--- config.mk ---
export PLATFORM = sky130hd
export DESIGN_NAME = led_dual_channel_pattern_sequencer
export DESIGN_NICKNAME = d
export VERILOG_FILES = /design/src/rtl/core/ldcps_pkg.sv /design/src/rtl/core/ldcps_ctrl.sv /design/src/rtl/core/ldcps_ramp.sv /design/src/rtl/core/led_dual_channel_pattern_sequencer.sv
export VERILOG_INCLUDE_DIRS = /design/src /design/src/rtl/core
export SDC_FILE = /design/constraint.sdc
export NUM_CORES = 1
export LEC_CHECK = 0
export BUFFER_PORTS_ARGS = -buffer_cell sky130_fd_sc_hd__buf_2
export CORE_ASPECT_RATIO = 1.25
export CORE_MARGIN = 1
export CORE_UTILIZATION = 46
export DETAILED_ROUTE_END_ITERATION = 8
export PLACE_DENSITY = 0.64
export SYNTH_ARGS = -nofsm -noshare
export SYNTH_HDL_FRONTEND = slang
export SYNTH_SLANG_ARGS = --single-unit
--- constraint.sdc ---
create_clock -name clk -period 12.25 [get_ports clk]
set_input_delay 0 -clock clk [delete_from_list [all_inputs] [get_ports clk]]
set_output_delay 0 -clock clk [all_outputs]
set_load 0.03 [all_outputs]
--- src/rtl/core/led_dual_channel_pattern_sequencer_macros.svh ---
// Assertion macros shared by the LED pattern sequencer RTL.
// No dependencies; expects clk and rst_n in the including scope.
`ifndef LED_DUAL_CHANNEL_PATTERN_SEQUENCER_MACROS_SVH
`define LED_DUAL_CHANNEL_PATTERN_SEQUENCER_MACROS_SVH

// Same-cycle implication, disabled during reset.
`define LDCPS_ASSERT_NOW(label, ante, cons, msg) \
  label: assert property (@(posedge clk) disable iff (!rst_n) (ante) |-> (cons)) \
    else $error(msg);

// Next-cycle implication, disabled during reset.
`define LDCPS_ASSERT_NEXT(label, ante, cons, msg) \
  label: assert property (@(posedge clk) disable iff (!rst_n) (ante) |=> (cons)) \
    else $error(msg);

`endif

--- src/rtl/core/ldcps_pkg.sv ---
// Shared types, constants and helper functions for the LED pattern sequencer.
// No dependencies.
`default_nettype none

package ldcps_pkg;

  localparam int TABLE_ENTRIES = 14;

  // configuration register indexes
  localparam logic [2:0] CFG_SW_THR   = 3'd0;
  localparam logic [2:0] CFG_DK_THR   = 3'd1;
  localparam logic [2:0] CFG_ON       = 3'd2;
  localparam logic [2:0] CFG_OFF      = 3'd3;
  localparam logic [2:0] CFG_START    = 3'd4;
  localparam logic [2:0] CFG_MIN_DUTY = 3'd5;

  // patterns
  localparam logic [2:0] PAT_OFF  = 3'd0;
  localparam logic [2:0] PAT_MIN  = 3'd1;
  localparam logic [2:0] PAT_HALF = 3'd2;
  localparam logic [2:0] PAT_MAX  = 3'd3;
  localparam logic [2:0] PAT_RAMP = 3'd4;

  // channel codes held in the mode ROM nibbles
  localparam logic [3:0] CH_OFF_TO_MAX = 4'd1;
  localparam logic [3:0] CH_MIN_TO_MAX = 4'd2;
  localparam logic [3:0] CH_MAX_TO_MIN = 4'd3;
  localparam logic [3:0] CH_MAX_TO_OFF = 4'd4;
  localparam logic [3:0] CH_MAX        = 4'd5;
  localparam logic [3:0] CH_MIN        = 4'd6;

  localparam logic [8:0] FULL_DUTY = 9'd500;
  localparam logic [8:0] HALF_DUTY = 9'd250;

  localparam logic [5:0]  SW_THR_RST   = 6'd30;
  localparam logic [6:0]  DK_THR_RST   = 7'd100;
  localparam logic [12:0] ON_RST       = 13'd1098;
  localparam logic [12:0] OFF_RST      = 13'd5494;
  localparam logic [2:0]  START_RST    = PAT_OFF;
  localparam logic [7:0]  MIN_DUTY_RST = 8'd50;

  typedef struct packed {
    logic [5:0]  sw_thr;
    logic [6:0]  dk_thr;
    logic [12:0] on_ticks;
    logic [12:0] off_ticks;
  } cfg_t;

  typedef struct packed {
    logic       restart;
    logic       lights_on;
    logic [2:0] pattern;
    logic       changed;
  } ctrl_t;

  function automatic logic [2:0] valid_pattern(input logic [2:0] p);
    return (p > PAT_RAMP) ? PAT_OFF : p;
  endfunction

  function automatic logic [5:0] clamp_sw(input logic [5:0] t);
    logic [5:0] r;
    r = t;
    if (t == 6'd0) r = 6'd1;
    else if (t > 6'd62) r = 6'd62;
    return r;
  endfunction

  function automatic logic [6:0] clamp_dk(input logic [6:0] t);
    logic [6:0] r;
    r = t;
    if (t == 7'd0) r = 7'd1;
    else if (t > 7'd126) r = 7'd126;
    return r;
  endfunction

  // red in low nibble, green in high nibble; 7 means off
  function automatic logic [7:0] mode_rom(input logic [3:0] idx);
    logic [7:0] m;
    case (idx)
      4'd0:    m = 8'h11;
      4'd1:    m = 8'h33;
      4'd2:    m = 8'h22;
      4'd3:    m = 8'h33;
      4'd4:    m = 8'h22;
      4'd5:    m = 8'h35;
      4'd6:    m = 8'h23;
      4'd7:    m = 8'h32;
      4'd8:    m = 8'h23;
      4'd9:    m = 8'h42;
      4'd10:   m = 8'h75;
      4'd11:   m = 8'h14;
      4'd12:   m = 8'h57;
      4'd13:   m = 8'h51;
      default: m = 8'h77;
    endcase
    return m;
  endfunction

  function automatic logic [8:0] channel_duty(input logic [3:0] code, input logic [8:0] lvl,
                                              input logic [7:0] mn);
    logic [8:0] mn9;
    logic [8:0] d;
    mn9 = {1'b0, mn};
    case (code)
      CH_OFF_TO_MAX: d = lvl;
      CH_MIN_TO_MAX: d = (lvl < mn9) ? mn9 : lvl;
      CH_MAX_TO_MIN: d = (lvl > (FULL_DUTY - mn9)) ? mn9 : (FULL_DUTY - lvl);
      CH_MAX_TO_OFF: d = FULL_DUTY - lvl;
      CH_MAX:        d = FULL_DUTY;
      CH_MIN:        d = mn9;
      default:       d = 9'd0;
    endcase
    return d;
  endfunction

endpackage

`default_nettype wire

--- src/rtl/core/ldcps_ctrl.sv ---
// Tick control: button and dark debounce, pattern select, time-of-day counter.
// Depends on ldcps_pkg.
`default_nettype none

module ldcps_ctrl (
  input  wire logic               clk,
  input  wire logic               rst_n,
  input  wire logic               step,
  input  wire logic               btn,
  input  wire logic               dark,
  input  wire logic               dtick,
  input  wire ldcps_pkg::cfg_t    cfg,
  input  wire logic               load_pat,
  input  wire logic [2:0]         load_val,
  output ldcps_pkg::ctrl_t        ctrl
);

  logic [5:0]  btn_cnt_r, btn_cnt_nxt;
  logic [6:0]  dk_cnt_r, dk_cnt_nxt;
  logic [2:0]  pat_r, pat_nxt;
  logic [13:0] day_r, day_nxt;

  logic [5:0]  sw_thr;
  logic [6:0]  dk_thr;
  logic [13:0] day_inc, day_a;
  logic        day_wrap, press, dark_evt;

  always_comb begin
    sw_thr  = ldcps_pkg::clamp_sw(cfg.sw_thr);
    dk_thr  = ldcps_pkg::clamp_dk(cfg.dk_thr);

    day_inc  = day_r + 14'd1;
    day_wrap = ({1'b0, day_inc} + 15'd2) > ({2'b0, cfg.on_ticks} + {2'b0, cfg.off_ticks});
    day_a    = dtick ? (day_wrap ? 14'd0 : day_inc) : day_r;

    // saturating counters stop at threshold + 1
    if (btn) btn_cnt_nxt = (btn_cnt_r <= sw_thr) ? btn_cnt_r + 6'd1 : btn_cnt_r;
    else     btn_cnt_nxt = 6'd0;
    press = (btn_cnt_nxt == sw_thr);

    if (dark) dk_cnt_nxt = (dk_cnt_r <= dk_thr) ? dk_cnt_r + 7'd1 : dk_cnt_r;
    else      dk_cnt_nxt = 7'd0;
    dark_evt = (dk_cnt_nxt == dk_thr);

    pat_nxt = pat_r;
    if (press) pat_nxt = (pat_r >= ldcps_pkg::PAT_RAMP) ? ldcps_pkg::PAT_OFF : pat_r + 3'd1;

    day_nxt = (press || dark_evt) ? 14'd0 : day_a;

    ctrl.restart   = press || dark_evt;
    ctrl.lights_on = day_nxt < {1'b0, cfg.on_ticks};
    ctrl.pattern   = pat_nxt;
    ctrl.changed   = press;
  end

  always_ff @(posedge clk) begin
    if (!rst_n) begin
      btn_cnt_r <= '0;
      dk_cnt_r  <= '0;
      day_r     <= '0;
      pat_r     <= ldcps_pkg::valid_pattern(ldcps_pkg::START_RST);
    end else begin
      if (step) begin
        btn_cnt_r <= btn_cnt_nxt;
        dk_cnt_r  <= dk_cnt_nxt;
        day_r     <= day_nxt;
      end
      if (load_pat) begin
        pat_r <= ldcps_pkg::valid_pattern(load_val);
      end else if (step) begin
        pat_r <= pat_nxt;
      end
    end
  end

endmodule

`default_nettype wire

--- src/rtl/core/ldcps_ramp.sv ---
// Ramp generator with mode ROM and per-pattern duty selection.
// Depends on ldcps_pkg.
`default_nettype none

module ldcps_ramp (
  input  wire logic             clk,
  input  wire logic             rst_n,
  input  wire logic             step,
  input  wire ldcps_pkg::ctrl_t ctrl,
  input  wire logic [7:0]       min_duty,
  output logic [8:0]            red,
  output logic [8:0]            green
);

  logic [8:0] lvl_r, lvl_nxt;
  logic [3:0] ent_r, ent_nxt;

  logic [8:0] lvl0, lvl1;
  logic [3:0] ent0;
  logic [4:0] ent_inc;
  logic [1:0] inc;
  logic [7:0] mode;
  logic       active;

  always_comb begin
    lvl0   = ctrl.restart ? 9'd0 : lvl_r;
    ent0   = ctrl.restart ? 4'd0 : ent_r;
    active = ctrl.lights_on && (ctrl.pattern == ldcps_pkg::PAT_RAMP);

    // slower near both ends of the ramp
    if (lvl0 > 9'd400 || lvl0 < 9'd100)      inc = 2'd1;
    else if (lvl0 > 9'd300 || lvl0 < 9'd200) inc = 2'd2;
    else                                     inc = 2'd3;
    lvl1    = lvl0 + {7'd0, inc};
    ent_inc = {1'b0, ent0} + 5'd1;

    lvl_nxt = lvl0;
    ent_nxt = ent0;
    if (active) begin
      if (lvl1 >= ldcps_pkg::FULL_DUTY) begin
        lvl_nxt = 9'd0;
        ent_nxt = (ent_inc >= 5'(ldcps_pkg::TABLE_ENTRIES)) ? 4'd1 : ent_inc[3:0];
      end else begin
        lvl_nxt = lvl1;
      end
    end

    mode  = ldcps_pkg::mode_rom(ent_nxt);
    red   = 9'd0;
    green = 9'd0;
    if (ctrl.lights_on) begin
      case (ctrl.pattern)
        ldcps_pkg::PAT_MIN: begin
          red   = {1'b0, min_duty};
          green = {1'b0, min_duty};
        end
        ldcps_pkg::PAT_HALF: begin
          red   = ldcps_pkg::HALF_DUTY;
          green = ldcps_pkg::HALF_DUTY;
        end
        ldcps_pkg::PAT_MAX: begin
          red   = ldcps_pkg::FULL_DUTY;
          green = ldcps_pkg::FULL_DUTY;
        end
        ldcps_pkg::PAT_RAMP: begin
          red   = ldcps_pkg::channel_duty(mode[3:0], lvl_nxt, min_duty);
          green = ldcps_pkg::channel_duty(mode[7:4], lvl_nxt, min_duty);
        end
        default: begin
          red   = 9'd0;
          green = 9'd0;
        end
      endcase
    end
  end

  always_ff @(posedge clk) begin
    if (!rst_n) begin
      lvl_r <= '0;
      ent_r <= '0;
    end else if (step) begin
      lvl_r <= lvl_nxt;
      ent_r <= ent_nxt;
    end
  end

endmodule

`default_nettype wire

--- src/rtl/core/led_dual_channel_pattern_sequencer.sv ---
// Top level of the dual-channel LED pattern sequencer: input register,
// configuration registers, output register. Uses ldcps_pkg, ldcps_ctrl, ldcps_ramp.
//
// Usage: each input beat (in_valid/in_ready) is one 25 ms control tick with
// button, dark-sensor and day-timer levels. Each tick yields exactly one
// output beat (out_valid/out_ready) with red/green duty, the current pattern
// and a flag set on the tick a debounced press advanced the pattern.
// Configuration goes through cfg_valid/cfg_ready (always ready) with
// cfg_index selecting a register; write only while no tick is in flight.
// Writing start_pattern reloads the pattern at once.
// A beat passes through the input register and then the output register.
// Throughput: one tick per cycle while out_ready stays high; the state update
// is a single registered pass from the input register to the output register.
// Reset (rst_n low, synchronous) clears all counters, loads the default
// configuration and pattern 0, and empties both registers.
// When the receiver stalls, the result holds in the output register and one
// more tick may wait in the input register; after that in_ready drops.
`default_nettype none

`include "led_dual_channel_pattern_sequencer_macros.svh"

module led_dual_channel_pattern_sequencer (
  input  wire logic        clk,
  input  wire logic        rst_n,
  input  wire logic        in_valid,
  output logic             in_ready,
  input  wire logic        in_button_pressed,
  input  wire logic        in_is_dark,
  input  wire logic        in_day_tick,
  output logic             out_valid,
  input  wire logic        out_ready,
  output logic [8:0]       out_red_duty,
  output logic [8:0]       out_green_duty,
  output logic [2:0]       out_pattern_now,
  output logic             out_pattern_changed,
  input  wire logic        cfg_valid,
  output logic             cfg_ready,
  input  wire logic [2:0]  cfg_index,
  input  wire logic [12:0] cfg_data
);

  ldcps_pkg::cfg_t  cfg_r;
  ldcps_pkg::ctrl_t ctrl;
  logic [7:0]       min_duty_r;

  logic s1_vld_r, s1_btn_r, s1_dark_r, s1_dtick_r;
  logic out_vld_r;
  logic advance, cfg_wr, load_pat;
  logic [8:0] red, green;

  assign cfg_ready = 1'b1;
  assign cfg_wr    = cfg_valid && cfg_ready;
  assign load_pat  = cfg_wr && (cfg_index == ldcps_pkg::CFG_START);

  assign advance  = s1_vld_r && (!out_vld_r || out_ready);
  assign in_ready = !s1_vld_r || advance;
  assign out_valid = out_vld_r;

  // start_pattern goes straight into the pattern register of u_ctrl
  always_ff @(posedge clk) begin
    if (!rst_n) begin
      cfg_r.sw_thr    <= ldcps_pkg::SW_THR_RST;
      cfg_r.dk_thr    <= ldcps_pkg::DK_THR_RST;
      cfg_r.on_ticks  <= ldcps_pkg::ON_RST;
      cfg_r.off_ticks <= ldcps_pkg::OFF_RST;
      min_duty_r      <= ldcps_pkg::MIN_DUTY_RST;
    end else if (cfg_wr) begin
      case (cfg_index)
        ldcps_pkg::CFG_SW_THR:   cfg_r.sw_thr    <= cfg_data[5:0];
        ldcps_pkg::CFG_DK_THR:   cfg_r.dk_thr    <= cfg_data[6:0];
        ldcps_pkg::CFG_ON:       cfg_r.on_ticks  <= cfg_data;
        ldcps_pkg::CFG_OFF:      cfg_r.off_ticks <= cfg_data;
        ldcps_pkg::CFG_MIN_DUTY: min_duty_r      <= cfg_data[7:0];
        default: ;
      endcase
    end
  end

  // input register
  always_ff @(posedge clk) begin
    if (!rst_n) begin
      s1_vld_r <= 1'b0;
    end else if (in_ready) begin
      s1_vld_r <= in_valid;
    end
  end

  always_ff @(posedge clk) begin
    if (in_valid && in_ready) begin
      s1_btn_r   <= in_button_pressed;
      s1_dark_r  <= in_is_dark;
      s1_dtick_r <= in_day_tick;
    end
  end

  ldcps_ctrl u_ctrl (
    .clk      (clk),
    .rst_n    (rst_n),
    .step     (advance),
    .btn      (s1_btn_r),
    .dark     (s1_dark_r),
    .dtick    (s1_dtick_r),
    .cfg      (cfg_r),
    .load_pat (load_pat),
    .load_val (cfg_data[2:0]),
    .ctrl     (ctrl)
  );

  ldcps_ramp u_ramp (
    .clk      (clk),
    .rst_n    (rst_n),
    .step     (advance),
    .ctrl     (ctrl),
    .min_duty (min_duty_r),
    .red      (red),
    .green    (green)
  );

  // output register
  always_ff @(posedge clk) begin
    if (!rst_n) begin
      out_vld_r <= 1'b0;
    end else if (advance) begin
      out_vld_r <= 1'b1;
    end else if (out_ready) begin
      out_vld_r <= 1'b0;
    end
  end

  always_ff @(posedge clk) begin
    if (advance) begin
      out_red_duty        <= red;
      out_green_duty      <= green;
      out_pattern_now     <= ctrl.pattern;
      out_pattern_changed <= ctrl.changed;
    end
  end

  `LDCPS_ASSERT_NEXT(a_adv_loads_out, advance, out_vld_r, "tick advanced but no output beat")
  `LDCPS_ASSERT_NEXT(a_stall_keeps_s1, s1_vld_r && out_vld_r && !out_ready, s1_vld_r,
                     "pending tick dropped while output stalled")
  `LDCPS_ASSERT_NOW(a_duty_range, out_vld_r,
                    out_red_duty <= ldcps_pkg::FULL_DUTY && out_green_duty <= ldcps_pkg::FULL_DUTY,
                    "duty above full scale")
  `LDCPS_ASSERT_NOW(a_change_restart, advance && ctrl.changed, ctrl.restart,
                    "pattern advance without day restart")
  `LDCPS_ASSERT_NOW(a_start_load, load_pat, cfg_index == ldcps_pkg::CFG_START,
                    "pattern load on wrong register index")

endmodule

`default_nettype wire

==> results_dict.tcl, run 1 <==
set metrics [dict create \
    outcome "complete, no violations" \
    antenna_found_initial 0 \
    hp-class "in2reg" \
    fp-row-count 62 \
    synth_area_leader_cell "dfxtp_1" \
    worst-path-buf-inv 2 \
    drive_above_1_share_pct 10.3 \
    finalHoldViolCount 0 \
    grt_pass1_wl_mm 53.0 \
    start_util_pct 47.2 \
    synth_xor_area_share_pct 4.27 \
    cts_sinks 117 \
    ctsResizeCount 0 \
    p_per_area_nw_per_um2 90.2 \
    pre_cts_ws_ns 1.88 \
    finalClockSkew_ns 0.00948 \
    synth_area_leaders "dfxtp_1 (17%), ha_1 (9.7%), edfxtp_1 (6.9%)" \
    slew_headroom_pct 22.6 \
    diodes 0 \
    setup_ws_ns 1.65 \
    crit_family "compound AO/OA/AOI/OAI gates" \
    synthDistinctLibCells 104 \
    min_to "min_duty_r[6]" \
    grt_max_degree 93 \
    cts_root_buffer "clkbuf_16" \
    pin_count 49 \
    setup_tns_ns 0 \
    final-setup-viol-count 0 \
    final_nets 1553 \
    cts_buffers 17 \
    dieArea_sq_um 24200 \
    r2r_setup_slack_ns 1.65 \
    ant_nets 0 \
    post_layout_nonfiller_instances 1744 \
    synthesis.area_sq_um 10900 \
    synth_compound_area_share_pct 26.2 \
    viasPerCell 6.14 \
    avgSynthCellArea_sq_um 7.68 \
    synthTopCellsByCount "nand2_1 (200), dfxtp_1 (92), a21oi_1 (87), ha_1 (84), nor2_1 (80)" \
    p_comb_share_pct 13.8 \
    required_ns 12.41 \
    switching_share_pct 29.3 \
    grt_pass1_vias 10200 \
    reg2reg_from "cfg_r[0]" \
    drt_iter0_drc 712 \
    clockBufferDepth 2 \
    synthMuxAreaShare_pct 2.61 \
    pwr-share-clk_pct 47.8 \
    hp-start "cfg_index[2]" \
    start_kind "flop" \
    die-width_microns 139 \
    drtPass1Iterations 5 \
    cap_violations 0 \
    crit_fanout 27 \
    core-area_sq_um 23000 \
    synth_cells 1415 \
    cts_htree_levels 4 \
    async_reset_ff_share_pct 0 \
    netlist.area_leader.share_pct 17.0 \
    end_kind "flop" \
    ys_warn_count 0 \
    intPower_mw 0.766 \
    clk_latency_ns 0.43 \
    synth_flop_cell "dfxtp_1" \
    max-vdd-ir-drop_v 0.0000979 \
    synth_fa_ha_area_share_pct 10.0 \
    io_buffers 47 \
    slew_viol_final 0 \
    worstPathArrival_ns 10.76 \
    yosys.area_share.simple_pct 27.1 \
    tightest_slew_ns 1.16 \
    rsz0062_at_grt "false" \
    grt_overflow 0 \
    seqPwrFrac_pct 38.4 \
    synth-edff-count 25 \
    vias 10700 \
    fin_crit_sh_pct 86.5 \
    synth.most_common_cell "nand2_1" \
    hold_path_depth 4 \
    ys_seq_area_share_pct 23.9 \
    crit_path_frequent_cell "o21a_1" \
    cp.depth 47 \
    fp.dieH_microns 174 \
    criticalPathCategory "reg2reg" \
    gp_congestion 0.965 \
    hpwl_mm 23.9 \
    ys_seq_elements 117 \
    routed_wl_mm 32.6 \
    reg2reg_to "out_green_duty[4]" \
    grt_util_all_layers_pct 27.4 \
    path_clk_slew_ns 0.06 \
    power.net_switching_mw 0.318 \
    leakage_nw 4.86 \
    r2r_cells 47 \
    fin_crit_ns 10.60 \
    syn-num-nets 1525 \
    slowest_delay_ns 0.64 \
    fmax_mhz 94.4 \
    dpl.cell_count 1693 \
    post_drt_wl_per_cell_microns 18.7 \
    drc_errors 0 \
    cp_slowest_cell "a311o_1" \
    cts_tree "built" \
    synth_top_family_by_area "simple AND/OR/NAND/NOR gates" \
    area_delta_synth_final_pct 10.6 \
]
==> area by class of cell <==
type	instances	area [sq um]
repair buffers	80	531
fillers	2224	11000
inverters	80	300
clock buffers	17	425
flip-flops and latches	117	2590
clock inverters	15	168
multi-input cells	1147	7640
well taps	288	360
==> cell families after synthesis <==
family                     Yosys count
AOI/OAI and AO/OA                  410
buffers and inverters              151
other                                1
DFF                                117
adders and majority gates           86
muxes                               27
and+or+nand+nor                    570
xor gates and xnor gates            53
==> stage by stage <==
stage	area, sq um	hold WS (ns)	total power, mW	utilization [%]
after floorplan	10900	0.0989	0.524	-
after global placement	11200	0.178	0.567	48.8
after detailed placement	11200	0.179	0.568	48.8
after CTS	12000	0.105	1.09	52.2
after global routing	12000	0.131	1.12	52.2
final	12000	0.124	1.08	52.2
==> cells in the final DEF (no fill, tap or decap), types with 20 or more instances in the layout <==
master / instances
a21oi_1: 87
a21o_1: 23
o21ai_0: 69
xnor2_1: 43
mux2i_1: 22
ha_1: 84
buf_2: 47
inv_1: 76
edfxtp_1: 25
o211ai_1: 23
nor3_1: 32
nand2_1: 200
nor2_1: 80
nand3_1: 45
a31oi_1: 20
nor2b_1: 46
dfxtp_1: 92
nand2b_1: 20
a21boi_0: 43
==> flip-flops by register name, indices dropped and copies added, names as in the netlist <==
signal	flops
u_ramp.ent_r	4
s1_btn_r	1
cfg_r	39
out_green_duty	9
u_ramp.lvl_r	9
s1_dark_r	1
min_duty_r	8
u_ctrl.dk_cnt_r	7
out_valid	1
s1_dtick_r	1
u_ctrl.day_r	14
out_red_duty	9
s1_vld_r	1
u_ctrl.pat_r	3
out_pattern_now	3
out_pattern_changed	1
u_ctrl.btn_cnt_r	6
==> metal layers <==
layer	GRT usage, %	vias up	part of all wire [%]
li1	-	5207	-
met1	32.7	5041	42
met2	47.9	372	49
met3	3.18	86	4.8
met4	14.2	0	4.0
met5	0	-	0
==> worst max path at each step <==
stage | from | to | slack, ns
floorplan | cfg_r[0] | out_green_duty[4] | 2.97
global placement | cfg_r[28] | out_green_duty[4] | 2.17
detailed placement | cfg_r[0] | out_green_duty[4] | 1.88
CTS | cfg_r[0] | out_green_duty[4] | 1.81
global route | cfg_r[13] | out_green_duty[4] | 0.77
finish | cfg_r[0] | out_green_duty[4] | 1.65
==> worst reg2reg max path: cells and delay by family, from the launching register on <==
family                   cells  cell delay (ns)
buffers and inverters        2             0.25
XOR/XNOR                     1             0.17
adder cells (fa/ha/maj)      5             1.48
AO/OA/AOI/OAI               29             6.60
AND/OR/NAND/NOR             10             1.54
flip-flops                   1             0.31
==> power by group through the flow <==
stage | registers, mW | logic, mW | clock network (mW)
3_5_place_dp | 0.424 | 0.144 | 0
2_1_floorplan | 0.426 | 0.0986 | 0
4_1_cts | 0.416 | 0.149 | 0.525
3_3_place_gp | 0.424 | 0.143 | 0
6_report | 0.416 | 0.150 | 0.519
5_1_grt | 0.417 | 0.165 | 0.540
==> repair_timing <==
action / in CTS / in global routing
hold buffers: 19 / 0
endpoints found under the hold margin: 53 / 0
setup buffers: 0 / 0
Note: power is estimated with default switching activity, not from simulation.
==> run 2: changes to the inputs <==
Settings changed: CORE_UTILIZATION 46 to 35, PLACE_DENSITY 0.64 to 0.52.
==> results_dict.tcl, run 2 (same netlist as run 1, synthesis figures left out) <==
set metrics [dict create \
    outcome "complete, no violations" \
    r2r_setup_slack_ns 1.71 \
    dpl.cell_count 1809 \
    startpoint "cfg_r[13]" \
    slew_headroom_pct 24.3 \
    dieArea_sq_um 31800 \
    hp-class "in2reg" \
    cap_violations 0 \
    area_delta_synth_final_pct 12.3 \
    largest_register_ffs 39 \
    grt_overflow 0 \
    fp-row-count 71 \
    crit_family "compound AO/OA/AOI/OAI gates" \
    criticalPathCategory "reg2reg" \
    final_nets 1556 \
    viasPerCell 5.68 \
    cts_buffers 17 \
    io_buffers 47 \
    drt_iter0_drc 645 \
    clk_latency_ns 0.43 \
    cts_tree "built" \
    holdWs_ns 0.110 \
    cts_sinks 117 \
    final-setup-viol-count 0 \
    drtPass1Iterations 5 \
    routed_wl_mm 34.5 \
    fin_crit_ns 10.54 \
    setup_tns_ns 0 \
    fin_crit_sh_pct 86.1 \
    p_per_area_nw_per_um2 90.0 \
    cts_htree_levels 4 \
    worst-path-buf-inv 2 \
    setup.worst_path.end "out_green_duty[4]" \
    post-route-util_pct 40.3 \
    path_clk_slew_ns 0.06 \
    layout_commonest_cell "nand2_1" \
    fmax_mhz 94.9 \
    finalClockSkew_ns 0.0123 \
    pin_count 49 \
    clockBufferDepth 2 \
    core-area_sq_um 30300 \
    end_kind "flop" \
    slowest_delay_ns 0.66 \
    reg2reg_from "cfg_r[13]" \
    crit_fanout 27 \
    grt_pass1_vias 10100 \
    slew_viol_final 0 \
    start_kind "flop" \
    max-vdd-ir-drop_v 0.0000748 \
    fillerInstances 3138 \
    cp_slowest_cell "a311o_1" \
    seqCellArea_sq_um 2590 \
    diodes 0 \
    cp.depth 47 \
    cts_root_buffer "clkbuf_16" \
    top_regs "cfg_r x39, u_ctrl.day_r x14" \
    antenna_found_initial 0 \
    r2r_cells 47 \
    tightest_slew_ns 1.13 \
    finalHoldViolCount 0 \
    crit_path_frequent_cell "o21a_1" \
    post_drt_wl_per_cell_microns 18.6 \
    fp.dieH_microns 199 \
    required_ns 12.43 \
    final_cell_mix "nand2_1 (200), dfxtp_1 (92), a21oi_1 (87)" \
    drc_errors 0 \
    postLayoutCellArea_sq_um 12200 \
    ant_nets 0 \
    rsz0062_at_grt "false" \
    multiInputGateArea_sq_um 7640 \
    worstPathArrival_ns 10.72 \
    placed_cell_area_sq_um 11400 \
    vias 10600 \
    start_util_pct 35.9 \
    grt_util_all_layers_pct 22.2 \
    hpwl_mm 25.4 \
    largest_register "cfg_r" \
    grt_max_degree 93 \
    drive_above_1_share_pct 10.2 \
    reg2reg_to "out_green_duty[4]" \
    leakage_nw 4.87 \
    post_layout_nonfiller_instances 1859 \
    grt_pass1_wl_mm 55.3 \
    gp_congestion 0.945 \
    die-width_microns 160 \
]
## run 2: cell types whose count changed in the layout (fill, tap and decap cells not counted)
cell / before / now
inv_6: 5 / 0
buf_4: 14 / 17
clkbuf_1: 0 / 3
clkbuf_8: 0 / 2
clkinv_4: 2 / 0
clkinvlp_4: 1 / 3
inv_8: 2 / 0
bufinv_16: 2 / 3
clkbuf_16: 17 / 18
inv_4: 1 / 0
## run 2: how the worst min path moves through the flow
stage | from | endpoint | cells past startpoint
after floorplan | in_button_pressed | s1_btn_r | 0
after global placement | in_button_pressed | s1_btn_r | 1
after detailed placement | in_button_pressed | s1_btn_r | 1
after CTS | cfg_index[1] | u_ctrl.pat_r[2] | 4
after global routing | cfg_index[1] | cfg_r[34] | 4
final | cfg_index[1] | u_ctrl.pat_r[2] | 4
## run 2: timing repair
action / in CTS / in global routing
hold buffers: 19 / 0
buffers inserted: 0 / 0
endpoints found under the hold margin: 53 / 0
gates resized for setup: 0 / 0
## run 2: per-stage QoR
step                      power, mW  setup WS, ns
after floorplan               0.524          2.97
after global placement        0.570          1.91
after detailed placement      0.570          1.84
after CTS                      1.11          1.73
after global routing           1.14         0.633
final                          1.10          1.71
## run 2: cell type report
class / instances / area share (%)
inverter: 80 / 2.46
timing repair buffer: 83 / 4.53
tap: 401 / 4.11
clock buffer: 23 / 4.01
multi-input combinational: 1147 / 62.6
sequential: 117 / 21.3
clock inverter: 8 / 1.01
## run 2: layer usage
| layer | track usage (%) | vias up | wire length, microns |
|---|---|---|---|
| met3 | 2.92 | 82 | 1400 |
| li1 | - | 5213 | - |
| met5 | 0 | - | 0 |
| met4 | 10.1 | 0 | 1200 |
| met1 | 26.7 | 4953 | 14900 |
| met2 | 39.0 | 307 | 17000 |
## run 2: where the power goes
| part | internal [mW] | switching, mW |
|---|---|---|
| clock network | 0.341 | 0.191 |
| registers | 0.404 | 0.0119 |
| logic | 0.0566 | 0.0939 |
| total | 0.802 | 0.296 |
## run 2: worst reg2reg max path, delay by kind of cell (launching register included)
family | cells | cell delay (ns)
AOI/OAI and AO/OA | 29 | 6.51
adders and majority gates | 5 | 1.47
buffers and inverters | 2 | 0.25
xor gates and xnor gates | 1 | 0.17
and+or+nand+nor | 10 | 1.58
DFF | 1 | 0.32
==> run 3: changes to the inputs <==
Settings changed: SETUP_SLACK_MARGIN set to 0.3, SYNTH_HIERARCHICAL set to 1.
==> results_dict.tcl, run 3 <==
set metrics [dict create \
    grt_util_all_layers_pct 21.4 \
    grt_overflow 0 \
    synthTopCellsByCount "nand2_1 (154), dfxtp_1 (92), a21oi_1 (90), inv_1 (86), nor2_1 (85)" \
    routed_wl_mm 33.9 \
    reg2reg_to "out_red_duty[8]" \
    synth_flop_cell "dfxtp_1" \
    fin_crit_sh_pct 86.3 \
    finalHoldViolCount 0 \
    synth.most_common_cell "nand2_1" \
    outcome "finished with violations" \
    pin_count 49 \
    start_util_pct 35.5 \
    grt_max_degree 61 \
    hp-start "cfg_data[0]" \
    fillerInstances 3139 \
    cts_htree_levels 4 \
    dieArea_sq_um 32000 \
    finalClockSkew_ns 0.00678 \
    rsz0062_at_grt "false" \
    synth_top_family_by_area "simple AND/OR/NAND/NOR gates" \
    ys_seq_area_share_pct 23.7 \
    syn-num-nets 1484 \
    startpoint "cfg_r[0]" \
    crit_fanout 13 \
    synthDistinctLibCells 113 \
    reg2reg_from "cfg_r[0]" \
    drtPass1Iterations 7 \
    setup_tns_ns 0 \
    end_kind "flop" \
    fmax_mhz 94.6 \
    final_cell_mix "nand2_1 (154), dfxtp_1 (92), a21oi_1 (90)" \
    synth_compound_area_share_pct 22.6 \
    gp_congestion 0.938 \
    hold_path_depth 5 \
    cp_slowest_cell "nand4bb_1" \
    async_reset_ff_share_pct 0 \
    busiest_layer "met2" \
    synth_cells 1377 \
    largest_register_ffs 39 \
    leakage_nw 4.99 \
    r2r_cells 45 \
    fin_crit_ns 10.57 \
    p_per_area_nw_per_um2 91.1 \
    synth_area_leader_cell "dfxtp_1" \
    use_met2_pct 38.2 \
    largest_register "cfg_r" \
    grt_pass1_wl_mm 53.9 \
    antenna_found_initial 0 \
    cts_root_buffer "clkbuf_16" \
    drt_iter0_drc 682 \
    grt_pass1_vias 9952 \
    synth-edff-count 25 \
    drc_errors 1 \
    die-width_microns 160 \
    min_to "u_ctrl/pat_r[0]" \
    area_delta_synth_final_pct 11.4 \
    ant_nets 0 \
    start_kind "flop" \
    cts_setup_buffers 0 \
    cts_tree "built" \
    vias 10500 \
    synth_xor_area_share_pct 4.94 \
    post-route-util_pct 39.5 \
    drive_above_1_share_pct 10.1 \
    final-setup-viol-count 0 \
    crit_path_frequent_cell "a21oi_1" \
    viasPerCell 5.75 \
    required_ns 12.42 \
    clk_latency_ns 0.43 \
    synth_fa_ha_area_share_pct 9.71 \
    cts_buffers 17 \
    fp.dieH_microns 200 \
    hp-class "in2reg" \
    multiInputGateArea_sq_um 7670 \
    worstPathArrival_ns 10.74 \
    tightest_slew_ns 0.919 \
    avgSynthCellArea_sq_um 7.96 \
    p_total_mw 1.11 \
    slew_headroom_pct 38.7 \
    layout_commonest_cell "nand2_1" \
    core-area_sq_um 30900 \
    r2r_setup_slack_ns 1.68 \
    max-vdd-ir-drop_v 0.0000609 \
    synthesis.area_sq_um 11000 \
    use_met3_pct 3.24 \
    io_buffers 47 \
    slowest_delay_ns 0.52 \
    path_clk_slew_ns 0.06 \
    criticalPathCategory "reg2reg" \
    ys_warn_count 6 \
    cap_violations 0 \
    slew_viol_final 0 \
    hpwl_mm 25.4 \
    fp-row-count 72 \
    grt_use_met1_pct 25.2 \
    post_drt_wl_per_cell_microns 18.6 \
    top_regs "cfg_r x39, u_ctrl/day_r x14" \
    seqCellArea_sq_um 2590 \
    synth_area_leaders "dfxtp_1 (17%), ha_1 (9.2%), edfxtp_1 (6.9%)" \
    netlist.area_leader.share_pct 16.8 \
    ys_seq_elements 117 \
    cts_sinks 117 \
    yosys.area_share.simple_pct 25.6 \
    final_nets 1505 \
    clockBufferDepth 2 \
    diodes 0 \
    synthMuxAreaShare_pct 7.09 \
    violations "design-rule violations" \
]
run 3: kinds of logic after synthesis:
kind of cell / Yosys count
buffers and inverters: 161
DFF: 117
and+or+nand+nor: 522
adders and majority gates: 84
xor gates and xnor gates: 61
AOI/OAI and AO/OA: 355
muxes: 76
other: 1
run 3: metrics by stage:
step / hold WS [ns] / area [sq um] / std cells / worst slack [ns]
6_report: 0.0292 / 12200 / 1817 / 1.68
2_1_floorplan: 0.0989 / 11000 / 1377 / 3.72
5_1_grt: 0.0805 / 12200 / 1817 / 0.713
3_3_place_gp: 0.178 / 11400 / 1768 / 1.83
4_1_cts: 0.00107 / 12200 / 1817 / 1.75
3_5_place_dp: 0.180 / 11400 / 1768 / 1.78
run 3: cell type report:
type	instances	area share [%]
Sequential cell	117	21.2
Tap cell	407	4.17
Clock inverter	12	1.21
Multi-Input combinational cell	1099	62.8
Clock buffer	19	3.89
Inverter	90	2.78
Timing Repair Buffer	73	3.89
run 3: critical path, delay by kind of cell, from the launching register on:
kind            cells  cell delay [ns]
buf+inv             1             0.29
xor+xnor            1             0.19
flops               1             0.31
mux                 1             0.27
simple gates       11             1.80
compound gates     25             5.43
fa+ha+maj           6             1.99
run 3: how the worst max path moves through the flow:
| stage | endpoint | cells past startpoint |
|---|---|---|
| after floorplan | out_red_duty[6] | 46 |
| after global placement | out_red_duty[8] | 45 |
| after detailed placement | out_red_duty[8] | 45 |
| after CTS | out_red_duty[8] | 45 |
| after global routing | out_red_duty[8] | 45 |
| final | out_red_duty[8] | 45 |
run 3: what timing repair did:
action,in CTS,in global routing
gates resized for setup,0,0
setup endpoints to repair,0,0
hold endpoints to repair,42,0
hold buffers,18,0
run 3: routing by layer:
metal | share of wire [%] | vias up | routed length, microns
met2 | 50 | 305 | 17000
met3 | 4.5 | 67 | 1530
met5 | 0 | - | 0
li1 | - | 5076 | -
met4 | 3.1 | 0 | 1070
met1 | 42 | 5002 | 14300
run 3: power by group:
part	leakage, nW	internal [mW]	switching (mW)
sequential	0.991	0.403	0.0124
combinational	3.69	0.0580	0.102
clock	0.309	0.342	0.196
